### config.mk
export PLATFORM = sky130hd
export DESIGN_NAME = gvn_fifo
export DESIGN_NICKNAME = d
export VERILOG_FILES = /design/src/sv/gvn_fifo.sv
export SDC_FILE = /design/constraint.sdc
export NUM_CORES = 1
export LEC_CHECK = 0
export ABC_AREA = 1
export BUFFER_PORTS_ARGS = -buffer_cell sky130_fd_sc_hd__buf_4
export CAP_MARGIN = 30
export CORE_MARGIN = 2
export CORE_UTILIZATION = 24
export CTS_BUF_LIST = sky130_fd_sc_hd__clkbuf_16
export DETAILED_ROUTE_END_ITERATION = 10
export PLACE_DENSITY = 0.47
export SKIP_CTS_REPAIR_TIMING = 1
export SYNTH_ARGS = -nofsm -noshare
export SYNTH_HDL_FRONTEND = slang
export SYNTH_SLANG_ARGS = --single-unit
### constraint.sdc
create_clock -name i_clk -period 1.5 [get_ports i_clk]
set_input_delay 0.3 -clock i_clk [delete_from_list [all_inputs] [get_ports i_clk]]
set_output_delay 0.3 -clock i_clk [all_outputs]
set_load 0.02 [all_outputs]
### src/sv/gvn_fifo.sv
// ----------------------------------------------------------------------------
// gvn_fifo: small register queue
// Push/full on the write side, pop/empty on the read side.
// ----------------------------------------------------------------------------
module gvn_fifo #(
    parameter int W     = 8,
    parameter int DEPTH = 2
) (
    input  logic         i_clk,
    input  logic         i_rst_n,
    input  logic         i_push,
    input  logic [W-1:0] i_data,
    output logic         o_full,
    input  logic         i_pop,
    output logic [W-1:0] o_data,
    output logic         o_empty
);
    localparam int PW = (DEPTH > 1) ? $clog2(DEPTH) : 1;
    localparam int CW = $clog2(DEPTH + 1);

    logic [W-1:0]  r_mem [DEPTH];
    logic [PW-1:0] r_wp, r_rp;
    logic [CW-1:0] r_cnt;
    logic          w_wr, w_rd;

    assign o_full  = (r_cnt == CW'(DEPTH));
    assign o_empty = (r_cnt == '0);
    assign w_wr    = i_push && !o_full;
    assign w_rd    = i_pop && !o_empty;
    assign o_data  = r_mem[r_rp];

    always_ff @(posedge i_clk) begin
        if (w_wr) begin
            r_mem[r_wp] <= i_data;
        end
    end

    always_ff @(posedge i_clk) begin
        if (!i_rst_n) begin
            r_wp  <= '0;
            r_rp  <= '0;
            r_cnt <= '0;
        end else begin
            if (w_wr) begin
                r_wp <= (r_wp == PW'(DEPTH - 1)) ? '0 : r_wp + 1'b1;
            end
            if (w_rd) begin
                r_rp <= (r_rp == PW'(DEPTH - 1)) ? '0 : r_rp + 1'b1;
            end
            r_cnt <= r_cnt + CW'(w_wr) - CW'(w_rd);
        end
    end

endmodule

# == After elaboration in Yosys (flattened, before gate mapping) ==
# Memories as Yosys holds them, arrays and structs flattened. A register that Yosys moved wholly into a read port is not among the register bits.
# Cells that the tools add are included.
# totals
inputBits,12
mem_count,1
ff_bits,4
elab_cells,20
out_inout_bits,10
ramBits,16
# memory_table
memory,depth,word_bits,rd,rd_ports_with_merged_regs,wr,line_no,rtl
r_mem,2,8,1,1,1,21,logic [W-1:0] r_mem [DEPTH];
# classes
add_sub_neg,4
reduce_logical,5
n_eq_ne,1
mux,6
# op_table
op,n
2-to-1 mux 1 bit,6
adder 1 bit (second input constant),2
adder 2 x 1 -> 2 bit,1
== test 2 bit (second input constant),1
logical AND 1 bit,2
zero test 1 bit,2
zero test 2 bit,1
subtractor 2 x 1 -> 2 bit,1

# == Logic depth before layout (Yosys ltp) ==
# Gate-level depths: netlist of the first run.
# logic_depth
depth_word,5
ltp_mapped,11
mapped_depth_nobuf,11

# == Worst setup path before layout of the first run ==
# No wires, ideal clock.
# synth_timing
kind,register to register
start,reg r_cnt[1]
end,reg r_cnt[1]
path_slack_ns,0.007
path_buffers,0
setup_ns,0.115
t_required_ns,1.385
synth_period_minus_slack_ns,1.493
arrival_time_ns,1.378
path_stages_with_launch,10
cell_sequence,dfxtp_1 -> nor2_2 -> nor2_2 -> ha_1 -> inv_1 -> ha_1 -> inv_1 -> nand2_1 -> a21oi_1 -> nor2_1
# synth_via
word_cells_on_any_way,8
cone_classes,2 x add/sub; 1 x eq/ne; 5 x reduce/logical
# synth_lines
element,line_no,rtl
from (decl),23,logic [CW-1:0] r_cnt;
from (signal assigned),50,r_cnt <= r_cnt + CW'(w_wr) - CW'(w_rd);
zero test 2 bit,27,assign o_empty = (r_cnt == '0);
via o_empty,16,output logic o_empty
zero test 1 bit,29,assign w_rd = i_pop && !o_empty;
logical AND 1 bit,29,
via w_rd,24,"logic w_wr, w_rd;"
subtractor 2 x 1 -> 2 bit,50,
# The timed path passes the listed nets, and every way through them passes these cells.
# A chain may end at the register's enable or synchronous reset.

==> reports/metrics.csv, run 1 <==
stage;metric;value;unit
worst_setup_path;cp_top_family;flip-flops;
floorplanning;fp.dieW;64.02;um
hold_path;hold_start;i_data[1];
placement;post-place-cells;132;
synthesis;yosysWarnings;0;
placement;placed_area;1104;um^2
floorplanning;placeableCoreArea;3390;um^2
drt;via_per_inst;3.942;
timing;tightestPinTransition;0.3521;ns
worst_setup_path;r2r-end;r_cnt[1]$_SDFF_PN0_;
pwr;p_comb_frac;0.424;
timing;min_period_over_period;0.9794;
worst_setup_path;worstPathArrival;1.17;ns
placement;portBuffers;21;
clock_tree;root_buffer;clkbuf_16;
clock_tree;cts_tree;built;
run;cap_violations;0;
clock_tree;clk_pin_slew;0.05;ns
synthesis;synth-compound-area-share;0.01158;
synthesis;syn_nets;77;
worst_setup_path;cp_max_fo;8;
clock_tree;numCtsBuffers;3;
drt;drt-initial-drc-count;5;
timing;slew_headroom;0.7650;
synthesis;synthAdderAreaFrac;0.02894;
worst_setup_path;slowest_stage;dfxtp_2;
clock_tree;cts_sinks;21;
hold_path;hp-class;in2reg;
worst_setup_path;worstPathCellList;buf_12 -> mux2_4 -> buf_4;
pwr;p_switching;0.7423;mW
hold_path;hold_depth;1;
pwr;seq_power_share;0.348;
synthesis;synth.area.mux_share;0.1389;
synthesis;ys_ff_latch;21;
cells_and_area;final_cells;139;
timing;final-hold-violation-count;0;
placement;dp_slack;0.02973;ns
timing;setup_viol;0;
global_routing;grt_max_degree;12;
pwr;ir_drop;768.1;uV
worst_setup_path;r2r_slack;0.08;ns
synthesis;synth-simple-area-share;0.09696;
cells_and_area;syn2layout_area_growth;48.34;%
timing;final.min_clock_period;1.469;ns
drt;num_vias;548;
global_routing;antenna_found_initial;0;
global_routing;grt_pass1_vias;557;
synthesis;synth_xor_area_frac;0;
worst_setup_path;worstSetupPathType;reg2out;
worst_setup_path;rr_worst_depth;10;
global_routing;grt_overflow;0;
synthesis;avgSynthCellArea;13.72;um^2
timing;finalHoldWorstSlack;0.2366;ns
floorplanning;start_util;0.2551;
cells_and_area;multi_input_area;290.3;um^2
cells_and_area;fin_nets;108;
cells_and_area;finish.utilization;0.3784;
worst_setup_path;cp.required;1.20;ns
floorplanning;rows;21;
outcome;status;completed;
cells_and_area;final_cell_mix;20 x buf_4, 16 x edfxtp_1, 8 x mux2_4;
timing;final_max_slew_viol_count;0;
drt;drt-total-wl;1624;um
cells_and_area;fin_area;1282;um^2
global_routing;grt_usage;0.07822;
global_routing;grt_pass1_wl;2415;um
cells_and_area;final_common_cell;buf_4;
synthesis;ys_types;11;
pwr;p_per_area;1849;nW/um^2
clock_tree;clk_latency;0.25;ns
drt;routedWlPerCell;11.68;um
synthesis;syn_inst;63;
pwr;pwr-share-clk;0.227;
pwr;cellInternalPower;1.629;mW
synthesis;synth_seq_area_share;0.6715;
worst_setup_path;crit_path_end_kind;output port;
worst_setup_path;crit_buf_inv;2;
timing;setup_slack;0.03083;ns
worst_setup_path;cpPeakStageDelay;0.33;ns
cells_and_area;drive_gt1_frac;0.5699;
placement;gp_congestion;0.7189;
cells_and_area;fillers;335;
clock_tree;htree_levels;1;
worst_setup_path;startpoint_type;register;
synthesis;synth_area;864.6;um^2
pwr;p_leak;0.5463;nW
drt;drc_errors;0;
timing;skew;0.001502;ns
clock_tree;clock_path_buffers;2;
cells_and_area;seqCellArea;584.3;um^2
hold_path;hold_end;r_mem[0][1]$_DFFE_PP_;
timing;fmax;680.7;MHz
pwr;swShare;0.3130;
cells_and_area;insertedDiodeCount;0;
floorplanning;io_pins;22;
worst_setup_path;reg2reg_from;r_cnt[0]$_SDFF_PN0_;
drt;drt-pass1-iter-count;4;
floorplanning;dieHeight;64.02;um
synthesis;synth_top_family_by_area;multiplexers;
drt;ant_nets;0;
floorplanning;dieArea;4099;um^2
placement;hpwl;1058;um
[power by group through the flow]
stage / clock network [mW] / registers [mW] / logic (mW)
global placement: 0 / 0.810 / 0.770
detailed placement: 0 / 0.813 / 0.781
finish: 0.539 / 0.826 / 1.01
global route: 0.575 / 0.836 / 1.10
CTS: 0.558 / 0.802 / 0.784
floorplan: 0 / 0.800 / 0.506
[how the worst max path moves through the flow]
stage                                     end  slack (ns)           startpoint  cells after the start
final                               o_data[1]        0.03             register                      3
after global routing      r_cnt[1]$_SDFF_PN0_       -0.05  r_cnt[0]$_SDFF_PN0_                     11
after CTS                           o_data[4]       -0.01             register                      3
after detailed placement  r_cnt[1]$_SDFF_PN0_        0.03  r_cnt[0]$_SDFF_PN0_                     10
after global placement    r_cnt[1]$_SDFF_PN0_        0.07  r_cnt[0]$_SDFF_PN0_                     10
after floorplan           r_cnt[1]$_SDFF_PN0_       0.007  r_cnt[1]$_SDFF_PN0_                      9
[registers in the layout (all words and copies together), names as in the netlist, named ones only]
signal,count
r_cnt,2
r_rp,1
r_wp,1
r_mem,16
[logic make-up (layout without fill, tap and decap cells)]
group / count (synthesis) / in the layout
AO/OA/AOI/OAI: 2 / 2
flip-flops: 21 / 21
AND/OR/NAND/NOR: 20 / 20
adder cells (fa/ha/maj): 2 / 2
multiplexers: 8 / 8
buffers and inverters: 10 / 40
[cell type report]
type / instances / area share
sequential: 21 / 0.4556
multi-input combinational: 32 / 0.2263
timing repair buffer: 27 / 0.1854
clock buffer: 3 / 0.05854
tap: 46 / 0.04488
inverter: 9 / 0.02634
clock inverter: 1 / 0.002927
[stage by stage]
step	power, mW	setup TNS [ns]
global route	2.515	-0.05292
floorplan	1.306	0
finish	2.371	0
detailed placement	1.595	0
CTS	2.144	-0.05325
global placement	1.580	0
[synthesized netlist by cell type]
master,n,share of area
nor2_2,2,0.014
nand3_1,3,0.017
edfxtp_1,16,0.56
nand2_1,9,0.039
buf_6,1,0.013
inv_1,9,0.039
a21oi_1,2,0.012
nor2_1,6,0.026
ha_1,2,0.029
mux2_4,8,0.14
dfxtp_1,5,0.12
[metal layers]
layer / wire, um / global-route usage / vias to the layer above
met5: 0 / 0 / -
met4: 10 / 0.04076 / 0
met3: 97 / 0.02289 / 2
met2: 877 / 0.1315 / 16
met1: 639 / 0.08929 / 256
li1: - / - / 274
Note: power is estimated with default switching activity, not from simulation.
==> run 2: changes to the inputs <==
==> constraint.sdc (replaced) <==
create_clock -name i_clk -period 1.5 [get_ports i_clk]
set_input_delay 0 -clock i_clk [delete_from_list [all_inputs] [get_ports i_clk]]
set_output_delay 0 -clock i_clk [all_outputs]
set_load 0.02 [all_outputs]
==> run 2 against run 1 <==
Routed wire length is 12% lower; cell count rose by 4.3%; fmax grew 4.1%; count of clock-buffer cells in the layout is the same; setup slack improved by 0.058 ns; first-iteration DRC count rose to 3.4 times the previous value; via count increased by 2.2%; critical path depth rose by 5; clock power fell by 0.7%; sequential power shrank 0.6%; die area unchanged; hold slack lost 0.20 ns; highest routed layer unchanged.
==> reports/metrics.csv, run 2 (synthesis gave the netlist of run 1 again) <==
stage;metric;value;unit
outcome;status;completed;
pwr;p_leak;0.5570;nW
placement;gp_congestion;0.7367;
clock_tree;numCtsBuffers;3;
cells_and_area;final_common_cell;buf_4;
clock_tree;htree_levels;1;
timing;final-hold-violation-count;0;
clock_tree;root_buffer;clkbuf_16;
drt;drt-pass1-iter-count;4;
drt;drc_errors;0;
floorplanning;fp.dieW;64.02;um
floorplanning;io_pins;22;
hold_path;hp-class;in2reg;
cells_and_area;final_cell_mix;24 x buf_4, 16 x edfxtp_1, 9 x dlygate4sd3_1;
timing;grt_setup_unrepaired;no;
worst_setup_path;r2r-end;r_cnt[1]$_SDFF_PN0_;
cells_and_area;top_regs;r_mem (16), r_cnt (2);
pwr;p_comb_frac;0.379;
worst_setup_path;worstSetupPathType;reg2reg;
pwr;seq_power_share;0.376;
floorplanning;dieHeight;64.02;um
pwr;pwr-share-clk;0.245;
timing;skew;0.006121;ns
clock_tree;clk_latency;0.25;ns
pwr;ir_drop;786.9;uV
cells_and_area;drive_gt1_frac;0.4848;
worst_setup_path;crit_start;r_cnt[1]$_SDFF_PN0_;
worst_setup_path;r2r_slack;0.09;ns
floorplanning;rows;21;
floorplanning;start_util;0.2551;
global_routing;grt_pass1_vias;507;
global_routing;grt_pass1_wl;2242;um
clock_tree;cts_sinks;21;
floorplanning;placeableCoreArea;3390;um^2
timing;final.min_clock_period;1.411;ns
placement;hpwl;1051;um
run;cap_violations;0;
worst_setup_path;crit_path_end_kind;register;
pwr;p_per_area;1682;nW/um^2
worst_setup_path;reg2reg_from;r_cnt[1]$_SDFF_PN0_;
worst_setup_path;crit_end;r_cnt[1]$_SDFF_PN0_;
pwr;p_switching;0.6571;mW
worst_setup_path;rr_worst_depth;8;
cells_and_area;fin_nets;114;
drt;num_vias;560;
drt;route.met2.wl;727;um
floorplanning;dieArea;4099;um^2
pwr;swShare;0.3009;
timing;setup_viol;0;
cells_and_area;largest-register;r_mem;
cells_and_area;insertedDiodeCount;0;
global_routing;grt_overflow;0;
global_routing;antenna_found_initial;0;
clock_tree;clk_pin_slew;0.06;ns
clock_tree;clock_path_buffers;2;
timing;final_max_slew_viol_count;0;
drt;via_per_inst;3.862;
worst_setup_path;cp_max_fo;3;
cells_and_area;syn2layout_area_growth;50.22;%
clock_tree;cts_tree;built;
worst_setup_path;cp.required;1.64;ns
drt;wl_met1;591;um
drt;drt-initial-drc-count;17;
global_routing;grt_max_degree;13;
cells_and_area;largest_reg_flops;16;
timing;fmax;708.7;MHz
pwr;cellInternalPower;1.527;mW
drt;drt-total-wl;1422;um
placement;portBuffers;21;
timing;tightestPinTransition;0.3327;ns
cells_and_area;fillers;336;
worst_setup_path;worstPathArrival;1.55;ns
drt;ant_nets;0;
drt;highest_layer;met4;
drt;wl_met3;93;um
timing;slew_headroom;0.7779;
drt;routedWlPerCell;9.807;um
cells_and_area;finish.utilization;0.3832;
global_routing;grt_usage;0.07180;
timing;min_period_over_period;0.9407;
worst_setup_path;startpoint_type;register;
pwr;p_total;2.184;mW
[run 2: changes by cell type in the layout (fill, tap and decap cells not counted), sizes merged]
cell and delta:
dlygate4sd3 +9, buf -3, clkinv +1, inv -1
[run 2: worst min-delay path by stage]
stage | startpoint | to | slack, ns | depth (start not counted)
6_report | i_push | r_wp$_SDFFE_PN0N_ | 0.03 | 3
2_1_floorplan | i_rst_n | r_cnt[0]$_SDFF_PN0_ | 0.09 | 2
4_1_cts | i_data[2] | r_mem[1][2]$_DFFE_PP_ | -0.07 | 1
3_3_place_gp | i_data[1] | r_mem[0][1]$_DFFE_PP_ | 0.19 | 1
3_5_place_dp | i_data[2] | r_mem[1][2]$_DFFE_PP_ | 0.19 | 1
5_1_grt | i_push | r_wp$_SDFFE_PN0N_ | 0.05 | 3
[run 2: final cells by class]
cell class,instances,area [um^2],area share
sequential,21,585.6,0.4509
multi-input combinational,32,271.5,0.2091
timing repair buffer,33,270.3,0.2081
clock buffer,3,75.07,0.05780
tap,46,57.56,0.04432
inverter,9,33.78,0.02601
clock inverter,1,5.005,0.003854
[run 2: critical path, stage by stage, from the launching register on]
cell     delay, ns
dfxtp_2       0.37
nor2_4        0.04
nor2_2        0.15
ha_4          0.22
inv_1         0.05
ha_2          0.17
nand2_1       0.08
a21oi_1       0.16
nor2_1        0.06
[run 2: power groups by stage]
stage	Sequential, mW	Combinational (mW)	Clock (mW)
after floorplan	0.800	0.506	0
after global placement	0.806	0.749	0
after detailed placement	0.808	0.761	0
after CTS	0.797	0.764	0.553
after global routing	0.832	0.916	0.586
final	0.821	0.828	0.535
[run 2: per-layer routing]
| metal | up-vias | global-route usage |
|---|---|---|
| met3 | 2 | 0.02113 |
| met1 | 258 | 0.08352 |
| met5 | - | 0 |
| met2 | 16 | 0.1250 |
| li1 | 284 | - |
| met4 | 0 | 0.02446 |
[run 2: stage by stage]
step           worst slack (ns)  area [um^2]  setup TNS [ns]  hold WS, ns  cells
2_1_floorplan          0.007446        864.6               0      0.09345     63
3_3_place_gp            0.07135         1091               0       0.1892    132
3_5_place_dp           -0.01089         1091        -0.01089       0.1898    132
4_1_cts                -0.02716         1171        -0.02716     -0.06626    136
5_1_grt                0.002739         1299               0      0.05379    145
6_report                0.08899         1299               0      0.03271    145
==> run 3: changes to the inputs <==
--- a/config.mk
+++ b/config.mk
@@ -12,7 +12,8 @@
 export CORE_UTILIZATION = 24
 export CTS_BUF_LIST = sky130_fd_sc_hd__clkbuf_16
 export DETAILED_ROUTE_END_ITERATION = 10
-export PLACE_DENSITY = 0.47
+export HOLD_SLACK_MARGIN = 0.12
+export PLACE_DENSITY = 0.45
 export SKIP_CTS_REPAIR_TIMING = 1
 export SYNTH_ARGS = -nofsm -noshare
 export SYNTH_HDL_FRONTEND = slang
==> constraint.sdc (replaced) <==
create_clock -name i_clk -period 1.3 [get_ports i_clk]
set_input_delay 0 -clock i_clk [delete_from_list [all_inputs] [get_ports i_clk]]
set_output_delay 0 -clock i_clk [all_outputs]
set_load 0.02 [all_outputs]
==> run 3 against run 2 <==
The run now ends with setup timing left; sequential power grew 18%; core utilization grew 3.3 points; clock skew shrank 0.0052 ns; critical path depth grew 1; via count grew 5.5%; fmax grew 1.9%; final area grew 8.6%; setup slack lost 0.17 ns; global-route usage grew 0.85 points; critical path type unchanged; highest routed layer is now met3.
==> reports/metrics.csv, run 3 (synthesis gave the netlist of run 1 again) <==
stage;metric;value;unit
floorplanning;io_pins;22;
timing;final.min_clock_period;1.384;ns
worst_setup_path;cp_top_family;adder cells;
worst_setup_path;crit_path_end_kind;register;
clock_tree;root_buffer;clkbuf_16;
timing;slew_headroom;0.8918;
pwr;ir_drop;1150;uV
cells_and_area;insertedDiodeCount;0;
timing;tightestPinTransition;0.1623;ns
drt;drt-total-wl;1592;um
cells_and_area;top_regs;r_mem (16), r_cnt (2);
clock_tree;numCtsBuffers;3;
cells_and_area;syn2layout_area_growth;63.10;%
placement;portBuffers;21;
worst_setup_path;worstPathArrival;1.53;ns
global_routing;grt_pass1_vias;595;
placement;post-place-cells;137;
cells_and_area;drive_gt1_frac;0.5421;
global_routing;grt_pass1_wl;2504;um
drt;wl_met3;83;um
cells_and_area;largest-register;r_mem;
hold_path;hp-class;in2reg;
cells_and_area;final_cell_mix;30 x buf_4, 16 x edfxtp_1, 10 x dlygate4sd3_1;
cells_and_area;fin_area;1410;um^2
worst_setup_path;worstSetupPathType;reg2reg;
clock_tree;cts_sinks;21;
placement;dp_slack;-0.1542;ns
cells_and_area;multi_input_area;302.8;um^2
floorplanning;fp.dieW;64.02;um
drt;drt-pass1-iter-count;4;
timing;skew;0.0009010;ns
clock_tree;cts_tree;built;
floorplanning;placeableCoreArea;3390;um^2
drt;highest_layer;met3;
placement;gp_congestion;0.7189;
placement;placed_area;1152;um^2
floorplanning;dieHeight;64.02;um
global_routing;grt_usage;0.08028;
timing;final_max_slew_viol_count;0;
drt;via_per_inst;3.863;
timing;min_period_over_period;1.065;
outcome;status;complete, but fails checks;
worst_setup_path;crit_buf_inv;2;
pwr;p_leak;0.6069;nW
timing;setup_viol;1;
drt;drt-initial-drc-count;3;
floorplanning;rows;21;
pwr;p_per_area;1995;nW/um^2
clock_tree;htree_levels;1;
floorplanning;start_util;0.2551;
drt;ant_nets;0;
global_routing;grt_overflow;0;
drt;wl_met1;688;um
worst_setup_path;startpoint_type;register;
cells_and_area;seqCellArea;588.1;um^2
timing;final-hold-violation-count;0;
cells_and_area;fin_nets;122;
run;cap_violations;0;
floorplanning;dieArea;4099;um^2
worst_setup_path;slowest_stage;dfxtp_4;
timing;grt_setup_unrepaired;yes;
clock_tree;clock_path_buffers;2;
drt;num_vias;591;
global_routing;antenna_found_initial;0;
worst_setup_path;cp.required;1.44;ns
cells_and_area;fillers;340;
timing;setup_slack;-0.08440;ns
clock_tree;clk_pin_slew;0.05;ns
cells_and_area;final_common_cell;buf_4;
timing;fmax;722.3;MHz
drt;route.met2.wl;820;um
worst_setup_path;r2r_slack;-0.08;ns
worst_setup_path;worstPathCellList;nor2_4 -> nor2_4 -> ha_4 -> inv_2 -> ha_4 -> inv_2 -> nand2_2 -> a21oi_2 -> nor2_1;
outcome;violations;setup timing;
cells_and_area;largest_reg_flops;16;
clock_tree;clk_latency;0.25;ns
cells_and_area;final_cells;153;
worst_setup_path;cpPeakStageDelay;0.36;ns
worst_setup_path;cp_max_fo;3;
drt;drc_errors;0;
global_routing;grt_max_degree;13;
drt;routedWlPerCell;10.41;um
-- run 3: path summary, 6_finish.rpt --
| path | from | endpoint | cells after the start |
|---|---|---|---|
| worst min register to register | r_rp$_SDFFE_PN0P_ | r_rp$_SDFFE_PN0P_ | 2 |
| worst min-delay path | i_pop | r_rp$_SDFFE_PN0P_ | 4 |
| worst max-delay path | r_cnt[1]$_SDFF_PN0_ | r_cnt[1]$_SDFF_PN0_ | 9 |
| worst max register to register | r_cnt[1]$_SDFF_PN0_ | r_cnt[1]$_SDFF_PN0_ | 9 |
-- run 3: per-stage QoR --
step / hold slack (ns) / total power, mW / setup TNS (ns) / util
after global routing: 0.1462 / 2.990 / -0.1878 / 0.4160
after global placement: 0.1872 / 1.942 / -0.1522 / 0.3400
after floorplan: 0.09759 / 1.545 / -0.1012 / -
after detailed placement: 0.1884 / 1.952 / -0.1972 / 0.3400
final: 0.06226 / 2.813 / -0.08440 / 0.4160
after CTS: -0.06844 / 2.592 / -0.2266 / 0.3636
-- run 3: worst min-delay path, delay by kind of cell --
kind	cells	cell delay (ns)
buf+inv	1	0.09
simple gates	3	0.18
-- run 3: area by class of cell --
cell class,instances,share of cell area
clock buffers,3,0.05324
multi-input cells,32,0.2147
clock inverters,1,0.003549
repair buffers,41,0.2449
well taps,46,0.04082
flip-flops and latches,21,0.4170
inverters,9,0.02573
-- run 3: per-layer routing --
metal,up-vias,track usage
met5,-,0
met4,0,0.03261
met3,0,0.02289
met2,16,0.1471
met1,271,0.08537
li1,304,-
-- run 3: power by group --
part,internal [mW],leakage (nW),total [mW],switching [mW]
Combinational,0.643,0.374,1.22,0.577
Clock,0.412,0.0409,0.624,0.213
Sequential,0.884,0.192,0.969,0.0846
